**src/ipcs_pkg.sv**
```systemverilog
`default_nettype none

package ipcs_pkg;

   // Protocol number of TCP, folded into the pseudo header sum.
   localparam logic [15:0] ProtoTcp = 16'd6;

   // Default depth of the queue between the front and the back end.
   localparam int QueueDepth = 4;

   // Result status codes.
   typedef enum logic [1:0] {
      STATUS_OK           = 2'd0,
      STATUS_SHORT_HEADER = 2'd1,
      STATUS_SHORT_TOTAL  = 2'd2
   } status_type;

   // One classified packet word as it travels from the front to the back end.
   typedef struct packed {
      logic [15:0] word;             // raw word for IP header and pseudo header sums
      logic [15:0] seg_word;         // word with bytes past the total length zeroed
      logic        first;            // first word of a packet, sums restart
      logic        ip_add;           // word enters the IP header sum
      logic        pseudo_add;       // word is a source or destination address word
      logic        seg_add;          // word enters the TCP segment sum
      logic        emit;             // last word, a result follows
      logic [15:0] total_length;
      logic [3:0]  header_words;
      logic [3:0]  tcp_header_words;
   } item_type;

   // One's-complement addition with end-around carry.
   function automatic logic [15:0] oc_add(input logic [15:0] a, input logic [15:0] b);
      logic [16:0] t;
      t = {1'b0, a} + {1'b0, b};
      return t[15:0] + {15'b0, t[16]};
   endfunction

endpackage

`default_nettype wire

```
**src/ipcs_front.sv**
```systemverilog
`default_nettype none

module ipcs_front (
   input  wire logic               clock,
   input  wire logic               reset,
   input  wire logic               req_valid,
   output logic                    req_stall,
   input  wire logic [15:0]        req_packet_word,
   input  wire logic               req_start_flag,
   input  wire logic               q_full,
   output logic                    q_push,
   output ipcs_pkg::item_type      q_item
);

   logic [14:0] word_count_ff, word_count_in;
   logic [3:0]  header_words_ff, header_words_in;
   logic [15:0] total_length_ff, total_length_in;
   logic [3:0]  tcp_header_words_ff, tcp_header_words_in;
   logic        active_ff, active_in;

   logic        accept;
   logic [14:0] idx;
   logic [3:0]  hw_eff;
   logic [15:0] tl_eff;
   logic [3:0]  thw_eff;
   logic [14:0] hdr_end;
   logic        seg_take;
   logic [14:0] seg_idx;
   logic [15:0] seg_word;
   logic [15:0] next_idx;
   logic        emit;

   assign req_stall = q_full;

   // Classify the beat: word index, which sums it enters and whether it closes the packet.
   always_comb begin
      accept  = req_valid && !q_full;
      idx     = req_start_flag ? 15'd0 : word_count_ff;
      hw_eff  = req_start_flag ? 4'd0 : header_words_ff;
      tl_eff  = req_start_flag ? 16'd0 : total_length_ff;
      thw_eff = req_start_flag ? 4'd0 : tcp_header_words_ff;
      if (idx == 15'd0) begin
         hw_eff = req_packet_word[11:8];
      end
      if (idx == 15'd1) begin
         tl_eff = req_packet_word;
      end
      hdr_end  = {10'b0, hw_eff, 1'b0};
      seg_take = idx >= hdr_end;
      seg_idx  = idx - hdr_end;
      if (seg_take && seg_idx == 15'd6) begin
         thw_eff = req_packet_word[15:12];
      end

      // Bytes at or past the total length never enter the segment sum.
      seg_word = req_packet_word;
      if (idx != 15'd0) begin
         if ({idx, 1'b0} >= tl_eff) begin
            seg_word = 16'h0000;
         end else if ({idx, 1'b1} >= tl_eff) begin
            seg_word = req_packet_word & 16'hFF00;
         end
      end

      next_idx = {1'b0, idx} + 16'd1;
      emit     = (idx != 15'd0) && ({next_idx, 1'b0} >= {1'b0, tl_eff});

      q_push = accept && (req_start_flag || active_ff);

      q_item.word             = req_packet_word;
      q_item.seg_word         = seg_word;
      q_item.first            = req_start_flag;
      q_item.ip_add           = (idx < hdr_end) && (idx != 15'd5);
      q_item.pseudo_add       = (idx >= 15'd6) && (idx <= 15'd9);
      q_item.seg_add          = seg_take && (seg_idx != 15'd8);
      q_item.emit             = emit;
      q_item.total_length     = tl_eff;
      q_item.header_words     = hw_eff;
      q_item.tcp_header_words = thw_eff;

      word_count_in       = word_count_ff;
      header_words_in     = header_words_ff;
      total_length_in     = total_length_ff;
      tcp_header_words_in = tcp_header_words_ff;
      active_in           = active_ff;
      if (q_push) begin
         word_count_in       = next_idx[14:0];
         header_words_in     = hw_eff;
         total_length_in     = tl_eff;
         tcp_header_words_in = thw_eff;
         active_in           = !emit;
      end
   end

   // Packet tracking state.
   always_ff @(posedge clock) begin
      if (reset) begin
         word_count_ff       <= '0;
         header_words_ff     <= '0;
         total_length_ff     <= '0;
         tcp_header_words_ff <= '0;
         active_ff           <= 1'b0;
      end else begin
         word_count_ff       <= word_count_in;
         header_words_ff     <= header_words_in;
         total_length_ff     <= total_length_in;
         tcp_header_words_ff <= tcp_header_words_in;
         active_ff           <= active_in;
      end
   end

endmodule

`default_nettype wire

```
**src/ipcs_queue.sv**
```systemverilog
`default_nettype none

module ipcs_queue #(
   parameter int Depth = ipcs_pkg::QueueDepth
) (
   input  wire logic                clock,
   input  wire logic                reset,
   input  wire logic                push,
   input  wire ipcs_pkg::item_type  push_item,
   output logic                     full,
   input  wire logic                pop,
   output logic                     pop_valid,
   output ipcs_pkg::item_type       pop_item
);

   // Depth must be a power of two so the pointers wrap on their own; the queue does not check this.
   localparam int PtrW   = $clog2(Depth);
   localparam int CountW = $clog2(Depth + 1);

   ipcs_pkg::item_type entry_ff [Depth];
   logic [PtrW-1:0]    wr_ptr_ff, wr_ptr_in;
   logic [PtrW-1:0]    rd_ptr_ff, rd_ptr_in;
   logic [CountW-1:0]  count_ff, count_in;

   assign full      = (count_ff == CountW'(Depth));
   assign pop_valid = (count_ff != '0);
   assign pop_item  = entry_ff[rd_ptr_ff];

   // Pointer and occupancy update.
   always_comb begin
      wr_ptr_in = push ? wr_ptr_ff + 1'b1 : wr_ptr_ff;
      rd_ptr_in = pop ? rd_ptr_ff + 1'b1 : rd_ptr_ff;
      count_in  = count_ff;
      if (push && !pop) begin
         count_in = count_ff + 1'b1;
      end else if (pop && !push) begin
         count_in = count_ff - 1'b1;
      end
   end

   always_ff @(posedge clock) begin
      if (reset) begin
         wr_ptr_ff <= '0;
         rd_ptr_ff <= '0;
         count_ff  <= '0;
      end else begin
         wr_ptr_ff <= wr_ptr_in;
         rd_ptr_ff <= rd_ptr_in;
         count_ff  <= count_in;
      end
   end

   // Entry storage.
   always_ff @(posedge clock) begin
      if (push) begin
         entry_ff[wr_ptr_ff] <= push_item;
      end
   end

`ifndef SYNTHESIS
   a_no_push_when_full: assert property (@(posedge clock) disable iff (reset)
      push |-> !full)
      else $error("queue written while full");
   a_no_pop_when_empty: assert property (@(posedge clock) disable iff (reset)
      pop |-> pop_valid)
      else $error("queue read while empty");
`endif

endmodule

`default_nettype wire

```
**src/ipcs_back.sv**
```systemverilog
`default_nettype none

module ipcs_back (
   input  wire logic                clock,
   input  wire logic                reset,
   input  wire logic                q_valid,
   input  wire ipcs_pkg::item_type  q_item,
   output logic                     q_pop,
   output logic                     rsp_valid,
   input  wire logic                rsp_stall,
   output logic [15:0]              rsp_ip_checksum,
   output logic [15:0]              rsp_tcp_checksum,
   output logic [15:0]              rsp_tcp_length,
   output logic [6:0]               rsp_payload_offset,
   output logic [15:0]              rsp_payload_length,
   output logic [1:0]               rsp_status
);

   // A closed packet waiting for its result fields to be formed.
   typedef struct packed {
      logic [15:0] ip_sum;
      logic [15:0] tcp_sum;
      logic [15:0] total_length;
      logic [3:0]  header_words;
      logic [3:0]  tcp_header_words;
   } done_type;

   logic [15:0] ip_sum_ff, ip_sum_in;
   logic [15:0] tcp_sum_ff, tcp_sum_in;
   done_type    done_ff, done_in;
   logic        done_valid_ff, done_valid_in;
   logic        rsp_valid_ff, rsp_valid_in;
   logic [15:0] ip_ck_ff, ip_ck_in;
   logic [15:0] tcp_ck_ff, tcp_ck_in;
   logic [15:0] tcp_len_ff, tcp_len_in;
   logic [6:0]  offset_ff, offset_in;
   logic [15:0] pay_len_ff, pay_len_in;
   ipcs_pkg::status_type status_ff, status_in;

   logic        rsp_free;
   logic        done_move;
   logic        done_free;
   logic [15:0] ip_base, tcp_base, tcp_mid;
   logic [5:0]  hdr_bytes;
   logic [4:0]  hdr_sum;

   // Handshake between the stages.
   always_comb begin
      rsp_free  = !rsp_valid_ff || !rsp_stall;
      done_move = done_valid_ff && rsp_free;
      done_free = !done_valid_ff || rsp_free;
      q_pop     = q_valid && (!q_item.emit || done_free);
   end

   // Accumulate one beat into both running sums, pseudo header before segment.
   always_comb begin
      ip_base  = q_item.first ? 16'h0000 : ip_sum_ff;
      tcp_base = q_item.first ? 16'h0000 : tcp_sum_ff;
      ip_sum_in = q_item.ip_add ? ipcs_pkg::oc_add(ip_base, q_item.word) : ip_base;
      tcp_mid   = q_item.pseudo_add ? ipcs_pkg::oc_add(tcp_base, q_item.word) : tcp_base;
      tcp_sum_in = q_item.seg_add ? ipcs_pkg::oc_add(tcp_mid, q_item.seg_word) : tcp_mid;

      done_in.ip_sum           = ip_sum_in;
      done_in.tcp_sum          = tcp_sum_in;
      done_in.total_length     = q_item.total_length;
      done_in.header_words     = q_item.header_words;
      done_in.tcp_header_words = q_item.tcp_header_words;

      if (q_pop && q_item.emit) begin
         done_valid_in = 1'b1;
      end else if (done_move) begin
         done_valid_in = 1'b0;
      end else begin
         done_valid_in = done_valid_ff;
      end
   end

   always_ff @(posedge clock) begin
      if (reset) begin
         ip_sum_ff     <= '0;
         tcp_sum_ff    <= '0;
         done_valid_ff <= 1'b0;
      end else begin
         if (q_pop) begin
            ip_sum_ff  <= ip_sum_in;
            tcp_sum_ff <= tcp_sum_in;
         end
         done_valid_ff <= done_valid_in;
      end
   end

   always_ff @(posedge clock) begin
      if (q_pop && q_item.emit) begin
         done_ff <= done_in;
      end
   end

   // Lengths, status and the final checksums of a closed packet.
   always_comb begin
      hdr_bytes = {done_ff.header_words, 2'b00};
      hdr_sum   = {1'b0, done_ff.header_words} + {1'b0, done_ff.tcp_header_words};
      offset_in = {hdr_sum, 2'b00};

      if (done_ff.total_length >= {10'b0, hdr_bytes}) begin
         tcp_len_in = done_ff.total_length - {10'b0, hdr_bytes};
      end else begin
         tcp_len_in = 16'd0;
      end

      if (done_ff.total_length > {9'b0, offset_in}) begin
         pay_len_in = done_ff.total_length - {9'b0, offset_in};
      end else begin
         pay_len_in = 16'd0;
      end

      if (done_ff.header_words < 4'd5) begin
         status_in = ipcs_pkg::STATUS_SHORT_HEADER;
      end else if (done_ff.total_length < {9'b0, offset_in}) begin
         status_in = ipcs_pkg::STATUS_SHORT_TOTAL;
      end else begin
         status_in = ipcs_pkg::STATUS_OK;
      end

      ip_ck_in  = ~done_ff.ip_sum;
      tcp_ck_in = ~ipcs_pkg::oc_add(ipcs_pkg::oc_add(done_ff.tcp_sum, ipcs_pkg::ProtoTcp),
                                    tcp_len_in);

      if (done_move) begin
         rsp_valid_in = 1'b1;
      end else if (rsp_free) begin
         rsp_valid_in = 1'b0;
      end else begin
         rsp_valid_in = rsp_valid_ff;
      end
   end

   always_ff @(posedge clock) begin
      if (reset) begin
         rsp_valid_ff <= 1'b0;
      end else begin
         rsp_valid_ff <= rsp_valid_in;
      end
   end

   // Output register.
   always_ff @(posedge clock) begin
      if (done_move) begin
         ip_ck_ff   <= ip_ck_in;
         tcp_ck_ff  <= tcp_ck_in;
         tcp_len_ff <= tcp_len_in;
         offset_ff  <= offset_in;
         pay_len_ff <= pay_len_in;
         status_ff  <= status_in;
      end
   end

   assign rsp_valid          = rsp_valid_ff;
   assign rsp_ip_checksum    = ip_ck_ff;
   assign rsp_tcp_checksum   = tcp_ck_ff;
   assign rsp_tcp_length     = tcp_len_ff;
   assign rsp_payload_offset = offset_ff;
   assign rsp_payload_length = pay_len_ff;
   assign rsp_status         = status_ff;

`ifndef SYNTHESIS
   a_done_held_while_blocked: assert property (@(posedge clock) disable iff (reset)
      (done_valid_ff && !rsp_free) |=> done_valid_ff)
      else $error("closed packet lost while the output was blocked");
   a_status_code: assert property (@(posedge clock) disable iff (reset)
      rsp_valid_ff |-> (status_ff == ipcs_pkg::STATUS_OK ||
                        status_ff == ipcs_pkg::STATUS_SHORT_HEADER ||
                        status_ff == ipcs_pkg::STATUS_SHORT_TOTAL))
      else $error("result carries an unknown status code");
`endif

endmodule

`default_nettype wire

```
**src/ipv4_tcp_checksum_engine.sv**
```systemverilog
`default_nettype none

// IPv4/TCP checksum engine. Packet words enter on the req_ channel, one 16-bit
// big-endian word per beat, with req_start_flag on the first word of each packet;
// words seen outside a packet are taken and dropped. The front end tracks the word
// index, header length, total length and TCP data offset and tags each word; a
// short queue hands the tagged words to the back end, which folds each one into
// the IP header sum and the TCP sum with end-around-carry adds. One word is taken
// every cycle while the queue has room, limited by that accumulator stage. The
// word that reaches the total length passes through the queue and the closed-packet
// register before the result beat leaves the output register on the rsp_ channel,
// once the lengths, status and final checksums have been formed in a stage of their
// own. Words past the total length are ignored until the next start flag. An output
// register lets new words keep flowing while a result waits to be taken.
module ipv4_tcp_checksum_engine #(
   parameter int QUEUE_DEPTH = ipcs_pkg::QueueDepth
) (
   input  wire logic        clock,
   input  wire logic        reset,
   input  wire logic        req_valid,
   output logic             req_stall,
   input  wire logic [15:0] req_packet_word,
   input  wire logic        req_start_flag,
   output logic             rsp_valid,
   input  wire logic        rsp_stall,
   output logic [15:0]      rsp_ip_checksum,
   output logic [15:0]      rsp_tcp_checksum,
   output logic [15:0]      rsp_tcp_length,
   output logic [6:0]       rsp_payload_offset,
   output logic [15:0]      rsp_payload_length,
   output logic [1:0]       rsp_status
);

   logic               q_full;
   logic               q_push;
   ipcs_pkg::item_type q_push_item;
   logic               q_pop;
   logic               q_valid;
   ipcs_pkg::item_type q_pop_item;

   ipcs_front u_front (
      .clock           (clock),
      .reset           (reset),
      .req_valid       (req_valid),
      .req_stall       (req_stall),
      .req_packet_word (req_packet_word),
      .req_start_flag  (req_start_flag),
      .q_full          (q_full),
      .q_push          (q_push),
      .q_item          (q_push_item)
   );

   ipcs_queue #(
      .Depth (QUEUE_DEPTH)
   ) u_queue (
      .clock     (clock),
      .reset     (reset),
      .push      (q_push),
      .push_item (q_push_item),
      .full      (q_full),
      .pop       (q_pop),
      .pop_valid (q_valid),
      .pop_item  (q_pop_item)
   );

   ipcs_back u_back (
      .clock              (clock),
      .reset              (reset),
      .q_valid            (q_valid),
      .q_item             (q_pop_item),
      .q_pop              (q_pop),
      .rsp_valid          (rsp_valid),
      .rsp_stall          (rsp_stall),
      .rsp_ip_checksum    (rsp_ip_checksum),
      .rsp_tcp_checksum   (rsp_tcp_checksum),
      .rsp_tcp_length     (rsp_tcp_length),
      .rsp_payload_offset (rsp_payload_offset),
      .rsp_payload_length (rsp_payload_length),
      .rsp_status         (rsp_status)
   );

endmodule

`default_nettype wire

```
**config.mk**
```make
export PLATFORM = sky130hd
export DESIGN_NAME = ipv4_tcp_checksum_engine
export DESIGN_NICKNAME = d
export VERILOG_FILES = /design/src/ipcs_pkg.sv /design/src/ipcs_front.sv /design/src/ipcs_queue.sv /design/src/ipcs_back.sv /design/src/ipv4_tcp_checksum_engine.sv
export SDC_FILE = /design/constraint.sdc
export NUM_CORES = 1
export LEC_CHECK = 0
export ABC_AREA = 1
export BUFFER_PORTS_ARGS = -buffer_cell sky130_fd_sc_hd__buf_2
export CAP_MARGIN = 5
export CORE_ASPECT_RATIO = 1.5
export CORE_MARGIN = 1.5
export CORE_UTILIZATION = 30
export CTS_CLUSTER_DIAMETER = 150
export DETAILED_ROUTE_END_ITERATION = 8
export PLACE_DENSITY_LB_ADDON = 0.3
export SLEW_MARGIN = 20
export SYNTH_ARGS = -nofsm -noshare
export SYNTH_HDL_FRONTEND = slang
export SYNTH_SLANG_ARGS = --single-unit
```
**constraint.sdc**
```tcl
create_clock -name clock -period 18 [get_ports clock]
set_input_delay 3.6 -clock clock [delete_from_list [all_inputs] [get_ports clock]]
set_output_delay 3.6 -clock clock [all_outputs]
set_load 0.05 [all_outputs]
```
==> out/results.tsv, run 1 <==
metric	value	unit
Avg Cell Area, Syn	9.097	µm²
R2R Path End	u_back.done_ff[36]	
# Post-CTS Setup Buffers	0	
cell row count	129	
Tightest Pin Transition	1.016	ns
first-pass GRT wire length	102100	µm
number of fill cells	8473	
DR DRC count	0	
CTS buffer count	42	
Layout Nets	2973	
final setup fails	0	
chip width	238.5	µm
share of the synthesized area in the top cell type	44.65	%
Hold EP	u_back.ip_sum_ff[0]	
Vias	18690	
min cycle time layout	8.450	ns
I/O Pins	96	
Slew Limit Fails	0	
Worst Skew	0.02046	ns
area leader, netlist	edfxtp_1	
Max Cap Viol	0	
Via density	4.723	
CP Capture Type	register	
startpoint types	primary input	
Worst R2R Path Depth	47	
hold path start	u_back.ip_sum_ff[0]	
post-DP HPWL	49150	µm
largest cells by area after synthesis	edfxtp_1 45%, dfxtp_1 6.7%, ha_1 6.6%, nand2_1 6.4%, inv_1 5.7%	
R2R Setup Slk	9.71	ns
relative slew slack	32.10	%
Fin. Hold Viols	0	
Hold Crit Depth	2	
Avg WL per Cell	16.82	µm
synthesized area	0.02495	mm²
post-cts sizing count	0	
Multi-input gate area	0.01033	mm²
vias in the first global route	18050	
grt total ovfl	0	
crit-path cells	buf_2, inv_2, nand2_1, nand2_1, nor3_2, nand2_1, o21ai_0, inv_1, ha_1, nand2_1, or4_1, o31ai_2, nor2_1	
critical path class	primary input to register	
Hold-fix buffers, CTS	0	
largest net degree at the start of global routing	67	
RD Place Congestion	0.8938	
FF/Latch Area	0.01281	mm²
drt pass-1 iters	5	
clk_lat worst skew	0.58	ns
Total GRT Usage	15.50	%
Buffers on Ports	93	
Initial Utilization	30.26	%
antenna violations before repair	2	
crit-path most repeated cell	nand2_1	
ys flop type	edfxtp_1	
CTS HTree Levels	2	
number of synthesized flops with an enable pin	371	
outcome	complete, no violations	
Area growth, synth to finish	12.23	%
sequential fraction of the synthesis area	51.30	%
crit-path max FO	32	
Post-Route WL	66550	µm
Slowest cell on crit path	o31ai_2	
worst min path class	register to register	
CTS tree	done	
clk sinks	454	
Critical Path AT	8.70	ns
root buf cell	clkbuf_16	
Critical Path RT	18.25	ns
Final Cycle Share	46.94	%
Iter 0 DRT Violations	957	
clock slew at reported path FFs	0.07	ns
die area	0.08495	mm²
CTS Buffer Depth	3	
Post-Synthesis Cells	2743	
Ys Warns	0	
slowest stage delay, CP	0.84	ns
setup tns final	0	ns
asr flop ratio synth	0	%
RSZ-0062 raised after global routing	false	
CORE AREA	0.08248	mm²
Yosys reg bits	454	
fraction of layout cells with a size suffix above 1	9.743	%
Synth cell types	64	
Post-DRT Antenna Nets	0	
Die H	356.2	µm
commonest non-fill, non-tap cells in the layout	426 x nand2_1, 381 x inv_1, 371 x edfxtp_1, 313 x nor2_1, 226 x o21ai_0	
commonest non-fill, non-tap cell in the layout	nand2_1	
Peak Freq	0.1184	GHz
[cell type report]
| cell class | instances | share of cell area, % |
|---|---|---|
| Antenna cell | 1 | 0.008935 |
| Clock buffer | 52 | 3.998 |
| Clock inverter | 23 | 0.9918 |
| Inverter | 398 | 5.352 |
| Multi-Input combinational cell | 1808 | 36.88 |
| Sequential cell | 454 | 45.73 |
| Tap cell | 1113 | 4.972 |
| Timing Repair Buffer | 108 | 2.064 |
[state kept, by name, summed over array words and instances, names as in the netlist, 15 cells and up, named ones only]
register                   flops
u_back.rsp_payload_length     16
u_back.rsp_ip_checksum        16
u_front.word_count_ff         15
u_back.ip_sum_ff              16
u_queue.entry_ff             244
u_back.done_ff                56
u_back.rsp_tcp_length         16
u_back.rsp_tcp_checksum       16
u_front.total_length_ff       16
u_back.tcp_sum_ff             16
[stage by stage]
stage / utilization, % / hold WS, ns / std cells / setup slack (ns) / instance area [µm²]
6_report: 33.96 / 0.4596 / 3957 / 9.550 / 28010
3_5_place_dp: 32.26 / 0.4547 / 3881 / 8.874 / 26610
2_1_floorplan: - / 0.4361 / 2744 / 10.41 / 24960
5_1_grt: 33.95 / 0.4864 / 3956 / 8.865 / 28000
4_1_cts: 33.95 / 0.4692 / 3956 / 9.450 / 28000
3_3_place_gp: 32.25 / 0.4511 / 3881 / 9.035 / 26600
[critical path, delay by kind of cell]
kind / cells / cell delay (ns)
AOI/OAI and AO/OA: 2 / 1.57
and+or+nand+nor: 7 / 2.20
buffers and inverters: 3 / 0.93
adders and majority gates: 1 / 0.34
[synthesized netlist by cell type, types with 19 or more instances]
cell / n
o211ai_1: 19
o22ai_1: 54
xor2_1: 73
o21bai_1: 19
nand2_1: 426
a21oi_1: 146
xnor2_1: 20
nor3_1: 27
o21ai_0: 226
edfxtp_1: 371
nand3_1: 129
nand4_1: 32
clkbuf_1: 68
inv_1: 382
ha_1: 131
nor2_1: 317
dfxtp_1: 83
o21ai_1: 19
nand2_2: 29
[cell families (layout without fill, tap and decap cells)]
family | Yosys count | count (layout) | synth area share [%]
AND/OR/NAND/NOR | 1033 | 1033 | 18.49
AO/OA/AOI/OAI | 540 | 540 | 12.13
buffers and inverters | 482 | 581 | 7.511
flip-flops | 454 | 454 | 51.30
adder cells (fa/ha/maj) | 140 | 140 | 7.290
XOR/XNOR | 93 | 93 | 3.264
other | 1 | 3 | 0.01503
[worst max path at each step]
stage	slack (ns)	cells after the start	endpoint	from
5_1_grt	8.86	51	u_back.done_ff[36]	register
4_1_cts	9.45	13	u_queue.entry_ff[0][33]	req_start_flag
6_report	9.55	13	u_queue.entry_ff[0][29]	req_start_flag
2_1_floorplan	10.41	1	u_back.rsp_ip_checksum[0]	rsp_stall
3_3_place_gp	9.04	13	u_queue.entry_ff[0][34]	req_start_flag
3_5_place_dp	8.87	13	u_queue.entry_ff[2][29]	req_start_flag
[routing by layer]
metal  track usage (%)  routed length (µm)
met5                 0                  21
met4             5.481                2129
met3             1.431                1940
met2             30.55               36310
met1             16.98               26150
Power of run 1 is not shown: default switching activity piles up to over one toggle a cycle in this logic, so the estimate is an artifact.
==> run 2, diff against run 1 <==
- clock period: 18 -> 7.8 ns (I/O delays scaled with it)
==> run 2 against run 1 <==
  * Register-to-register slack worse by 8.8 ns
  * Die area unchanged
  * Critical path depth up 37
  * Final area up 0.71%
  * Cell count up 0.68%
  * Count of clock-buffer cells in the layout up 1
  * Sequential share of layout area down 0.32 points
  * Critical path type is now register to register
  * Largest cell class unchanged
  * Highest routed layer unchanged
==> out/results.tsv, run 2 (same netlist as run 1, synthesis figures left out) <==
metric	value	unit	change
clk_lat worst skew	0.58	ns	about the same
commonest non-fill, non-tap cell in the layout	nand2_1		
final setup fails	0		unchanged
Post-DRT Antenna Nets	0		unchanged
min cycle time layout	6.876	ns	
Max Cap Viol	0		unchanged
Critical Path RT	8.14	ns	-10.11 ns
Hold EP	u_back.ip_sum_ff[1]		
final core occ	34.20	%	+0.24 points
Initial Utilization	30.26	%	unchanged
placed cell area	0.02680	mm²	+0.72%
CTS tree	done		
Slowest cell on crit path	ha_1		
R2R Path End	u_back.done_ff[36]		
Peak Freq	0.1454	GHz	
post-DP HPWL	51590	µm	+5.0%
root buf cell	clkbuf_16		
Worst R2R Path Depth	50		+6.4%
cell row count	129		unchanged
clk sinks	454		unchanged
Post-Layout Cell Count	3984		+0.68%
setup tns final	0	ns	unchanged
Via density	4.734		+0.25%
hold path start	u_back.ip_sum_ff[1]		
Largest register FFs	244		unchanged
worst min path class	register to register		
Buffers on Ports	93		unchanged
Fin. Hold Viols	0		unchanged
startpoint types	register		
crit-path max FO	18		-44%
outcome	complete, no violations		
RSZ-0062 raised after global routing	false		
crit-path most repeated cell	nand2_1		
# Post-CTS Setup Buffers	0		unchanged
Iter 0 DRT Violations	1052		+9.9%
R2R Setup Slk	0.92	ns	-8.79 ns
largest net degree at the start of global routing	93		+39%
Worst Skew	0.02222	ns	+0.001758 ns
Vias	18860		+0.93%
most flop-heavy register	u_queue.entry_ff		
Slew Limit Fails	0		unchanged
Total GRT Usage	16.03	%	+0.54 points
Layout Nets	2999		+0.87%
Hold-fix buffers, CTS	0		unchanged
Tightest Pin Transition	1.027	ns	+0.01142 ns
DR DRC count	0		unchanged
placed insts	3907		+0.67%
die area	0.08495	mm²	unchanged
critical path class	register to register		
I/O Pins	96		unchanged
post-cts sizing count	0		unchanged
drt pass-1 iters	7		+2
CTS buffer count	42		unchanged
n_diodes	0		-1
chip width	238.5	µm	unchanged
relative slew slack	31.50	%	-0.60 points
RD Place Congestion	0.9545		+6.8%
fraction of layout cells with a size suffix above 1	10.62	%	+0.88 points
Post-Route WL	69260	µm	+4.1%
first-pass GRT wire length	104800	µm	+2.6%
slowest stage delay, CP	0.38	ns	-0.46 ns
CTS HTree Levels	2		unchanged
CTS Buffer Depth	3		unchanged
Critical Path AT	7.22	ns	-1.48 ns
CORE AREA	0.08248	mm²	unchanged
Area growth, synth to finish	13.03	%	
biggest registers after layout	u_queue.entry_ff (244), u_back.done_ff (56)		
Final Cycle Share	88.15	%	
Final Cell Area	0.02820	mm²	+0.71%
antenna violations before repair	6		+4
Hold Crit Depth	2		unchanged
clock slew at reported path FFs	0.06	ns	about the same
Avg WL per Cell	17.38	µm	+3.4%
commonest non-fill, non-tap cells in the layout	426 x nand2_1, 381 x inv_1, 371 x edfxtp_1, 313 x nor2_1, 226 x o21ai_0		
Die H	356.2	µm	unchanged
CP Capture Type	register		
grt total ovfl	0		unchanged
vias in the first global route	18040		-0.0055%
run 2: changes by cell type in the layout (fill, tap and decap cells not counted), sizes merged:
cell,previous run,this run
clkbuf,52,53
bufinv,5,4
diode,1,0
clkinv,16,20
buf,108,134
clkinvlp,3,1
run 2: cell type report:
class	instances	area [µm²]
Inverter	398	1499
Sequential cell	454	12810
Multi-Input combinational cell	1808	10330
Timing Repair Buffer	134	777.0
Fill cell	8421	54270
Tap cell	1113	1393
Clock inverter	24	254.0
Clock buffer	53	1144
run 2: worst max-delay path by stage:
| stage | from | to | slack [ns] | depth (start not counted) |
|---|---|---|---|---|
| floorplan | register | u_back.done_ff[36] | 1.23 | 52 |
| global placement | req_start_flag | u_queue.entry_ff[0][2] | 0.90 | 22 |
| detailed placement | req_start_flag | u_front.tcp_header_words_ff[2] | 0.85 | 25 |
| CTS | register | u_back.done_ff[36] | 0.87 | 49 |
| global route | register | u_back.tcp_sum_ff[14] | 0.06 | 53 |
| finish | register | u_back.done_ff[36] | 0.92 | 50 |
run 2: through the flow:
| stage | worst slack [ns] | hold slack, ns |
|---|---|---|
| after CTS | 0.8689 | 0.4683 |
| final | 0.9243 | 0.4690 |
| after floorplan | 1.230 | 0.4361 |
| after global placement | 0.9025 | 0.4536 |
| after global routing | 0.05780 | 0.5037 |
| after detailed placement | 0.8518 | 0.4552 |
run 2: worst max-delay path, delay by kind of cell, from the launching register on:
| family | cells | cell delay [ns] |
|---|---|---|
| compound gates | 2 | 0.19 |
| fa+ha+maj | 7 | 1.51 |
| buf+inv | 7 | 0.76 |
| flops | 1 | 0.33 |
| simple gates | 34 | 3.84 |
run 2: routing by layer:
metal | track usage [%] | vias up | share of wire [%]
li1 | - | 9487 | -
met2 | 31.31 | 343 | 54
met5 | 0 | - | 0.066
met3 | 1.656 | 105 | 3.0
met4 | 5.101 | 8 | 2.9
met1 | 17.93 | 8919 | 40
Power of run 2 is left out for the same reason.
==> run 3, diff against run 2 <==
- clock period: 7.8 -> 7.05 ns (I/O delays scaled with it)
==> run 3 against run 2 <==
  * Register-to-register slack worse by 0.30 ns
  * Sequential share of layout area down 0.95 points
  * Worst setup slack worse by 0.30 ns
  * Routed wire length down 1.1%
  * Die area unchanged
  * Utilization up 0.74 points
  * Global-route usage down 0.19 points
  * Cell count up 1.5%
  * First-iteration DRC count up 3.9%
  * Sequential cell count unchanged
  * Fmax up 6.9%
  * Final area up 2.2%
  * Largest cell class unchanged
==> out/results.tsv, run 3 (same netlist as run 1, synthesis figures left out) <==
metric	value	unit	change
outcome	complete, no violations		
worst slack, placed	0.2690	ns	-0.5828 ns
hold path start	u_back.ip_sum_ff[0]		
CTS Buffer Depth	3		unchanged
min cycle time layout	6.431	ns	-0.4450 ns
commonest non-fill, non-tap cells in the layout	426 x nand2_1, 381 x inv_1, 371 x edfxtp_1, 311 x nor2_1, 225 x o21ai_0		
RD Place Congestion	0.9280		-2.8%
Via density	4.727		-0.15%
chip width	238.5	µm	unchanged
CORE AREA	0.08248	mm²	unchanged
Hold EP	u_back.ip_sum_ff[0]		
Final Cycle Share	91.22	%	+3.1 points
Worst Skew	0.01730	ns	-0.004914 ns
crit path setup slack, layout	0.6193	ns	-0.3050 ns
n_diodes	0		unchanged
root buf cell	clkbuf_16		
DR DRC count	0		unchanged
slowest stage delay, CP	0.39	ns	about the same
Total GRT Usage	15.84	%	-0.19 points
Slew Limit Fails	0		unchanged
Buffers on Ports	93		unchanged
Fin. Hold Viols	0		unchanged
Critical Path AT	6.79	ns	-0.43 ns
cell row count	129		unchanged
die area	0.08495	mm²	unchanged
grt total ovfl	0		unchanged
clock slew at reported path FFs	0.07	ns	about the same
family with the most delay on the worst path	simple AND/OR/NAND/NOR gates		
CP Capture Type	register		
post-DP HPWL	50630	µm	-1.9%
Die H	356.2	µm	unchanged
drt pass-1 iters	7		unchanged
Worst path depth	51		+2.0%
Buf+Inv Stages, Crit Path	10		+3
Tightest Pin Transition	1.049	ns	+0.02177 ns
Vias	19110		+1.3%
CTS HTree Levels	2		unchanged
Avg WL per Cell	16.95	µm	-2.5%
Post-Route WL	68510	µm	-1.1%
crit-path max FO	14		-4
Peak Freq	0.1555	GHz	+6.9%
Initial Utilization	30.26	%	unchanged
I/O Pins	96		unchanged
Iter 0 DRT Violations	1093		+3.9%
clk sinks	454		unchanged
commonest non-fill, non-tap cell in the layout	nand2_1		
Layout Nets	3055		+1.9%
relative slew slack	30.05	%	-1.5 points
Worst R2R Path Depth	51		+2.0%
largest net degree at the start of global routing	64		-31%
R2R Path End	u_back.done_ff[36]		
Hold-fix buffers, CTS	0		unchanged
crit-path most repeated cell	nand2_1		
Final Cell Area	0.02882	mm²	+2.2%
Area growth, synth to finish	15.47	%	
placed cell area	0.02719	mm²	+1.4%
antenna violations before repair	2		-4
placed insts	3952		+1.2%
Post-DRT Antenna Nets	0		unchanged
worst min path class	register to register		
Hold Crit Depth	2		unchanged
Post-Layout Cell Count	4042		+1.5%
Largest register FFs	244		unchanged
Slowest cell on crit path	dfxtp_4		
critical path class	register to register		
final setup fails	0		unchanged
CTS tree	done		
most flop-heavy register	u_queue.entry_ff		
biggest registers after layout	u_queue.entry_ff (244), u_back.done_ff (56)		
R2R Setup Slk	0.62	ns	-0.30 ns
first-pass GRT wire length	104000	µm	-0.78%
fraction of layout cells with a size suffix above 1	12.73	%	+2.1 points
Max Cap Viol	0		unchanged
Critical Path RT	7.41	ns	-0.73 ns
CTS buffer count	44		+4.8%
startpoint types	register		
clk_lat worst skew	0.61	ns	+0.03 ns
vias in the first global route	18450		+2.2%
run 3: cell types whose count changed in the layout (fill, tap and decap cells not counted), moves of 3 or more:
cell and delta:
clkinvlp_4 +3, clkinv_2 -4, buf_12 +4, buf_4 +49, inv_6 +3, clkinv_1 -4
run 3: worst max path at each step:
stage                      startpoint                     endpoint
floorplan                    register           u_back.done_ff[36]
global placement    u_back.done_ff[4]  u_back.rsp_tcp_checksum[14]
detailed placement  u_back.done_ff[4]  u_back.rsp_tcp_checksum[14]
CTS                 u_back.done_ff[4]  u_back.rsp_tcp_checksum[14]
global route                 register        u_back.tcp_sum_ff[14]
finish                       register           u_back.done_ff[36]
run 3: worst min-delay path, delay by kind of cell, from the launching register on:
kind,cells,cell delay [ns]
AO/OA/AOI/OAI,1,0.06
buffers and inverters,1,0.06
flip-flops,1,0.30
run 3: area by class of cell:
| cell class | instances | area [µm²] |
|---|---|---|
| Clock buffer | 57 | 1200 |
| Clock inverter | 24 | 299.0 |
| Fill cell | 8429 | 53660 |
| Inverter | 398 | 1508 |
| Multi-Input combinational cell | 1808 | 10360 |
| Sequential cell | 454 | 12810 |
| Tap cell | 1113 | 1393 |
| Timing Repair Buffer | 188 | 1244 |
run 3: layer usage:
layer	track usage [%]	wire [µm]
met1	17.55	27300
met2	30.88	37100
met3	1.532	1636
met4	5.810	2456
met5	0	12
run 3: repair_timing:
item,CTS,global route
endpoints found under the hold margin,0,0
endpoints found under the setup margin,0,18
gates resized for setup,0,14
buffers inserted,0,8
run 3: per-stage QoR:
stage	util, %	hold WS, ns	setup TNS (ns)
floorplan	-	0.4361	0
detailed placement	32.96	0.4560	0
CTS	34.78	0.4644	0
global placement	32.96	0.4486	0
finish	34.94	0.4663	0
global route	34.94	0.4903	-0.005057
Power of run 3 is left out for the same reason.
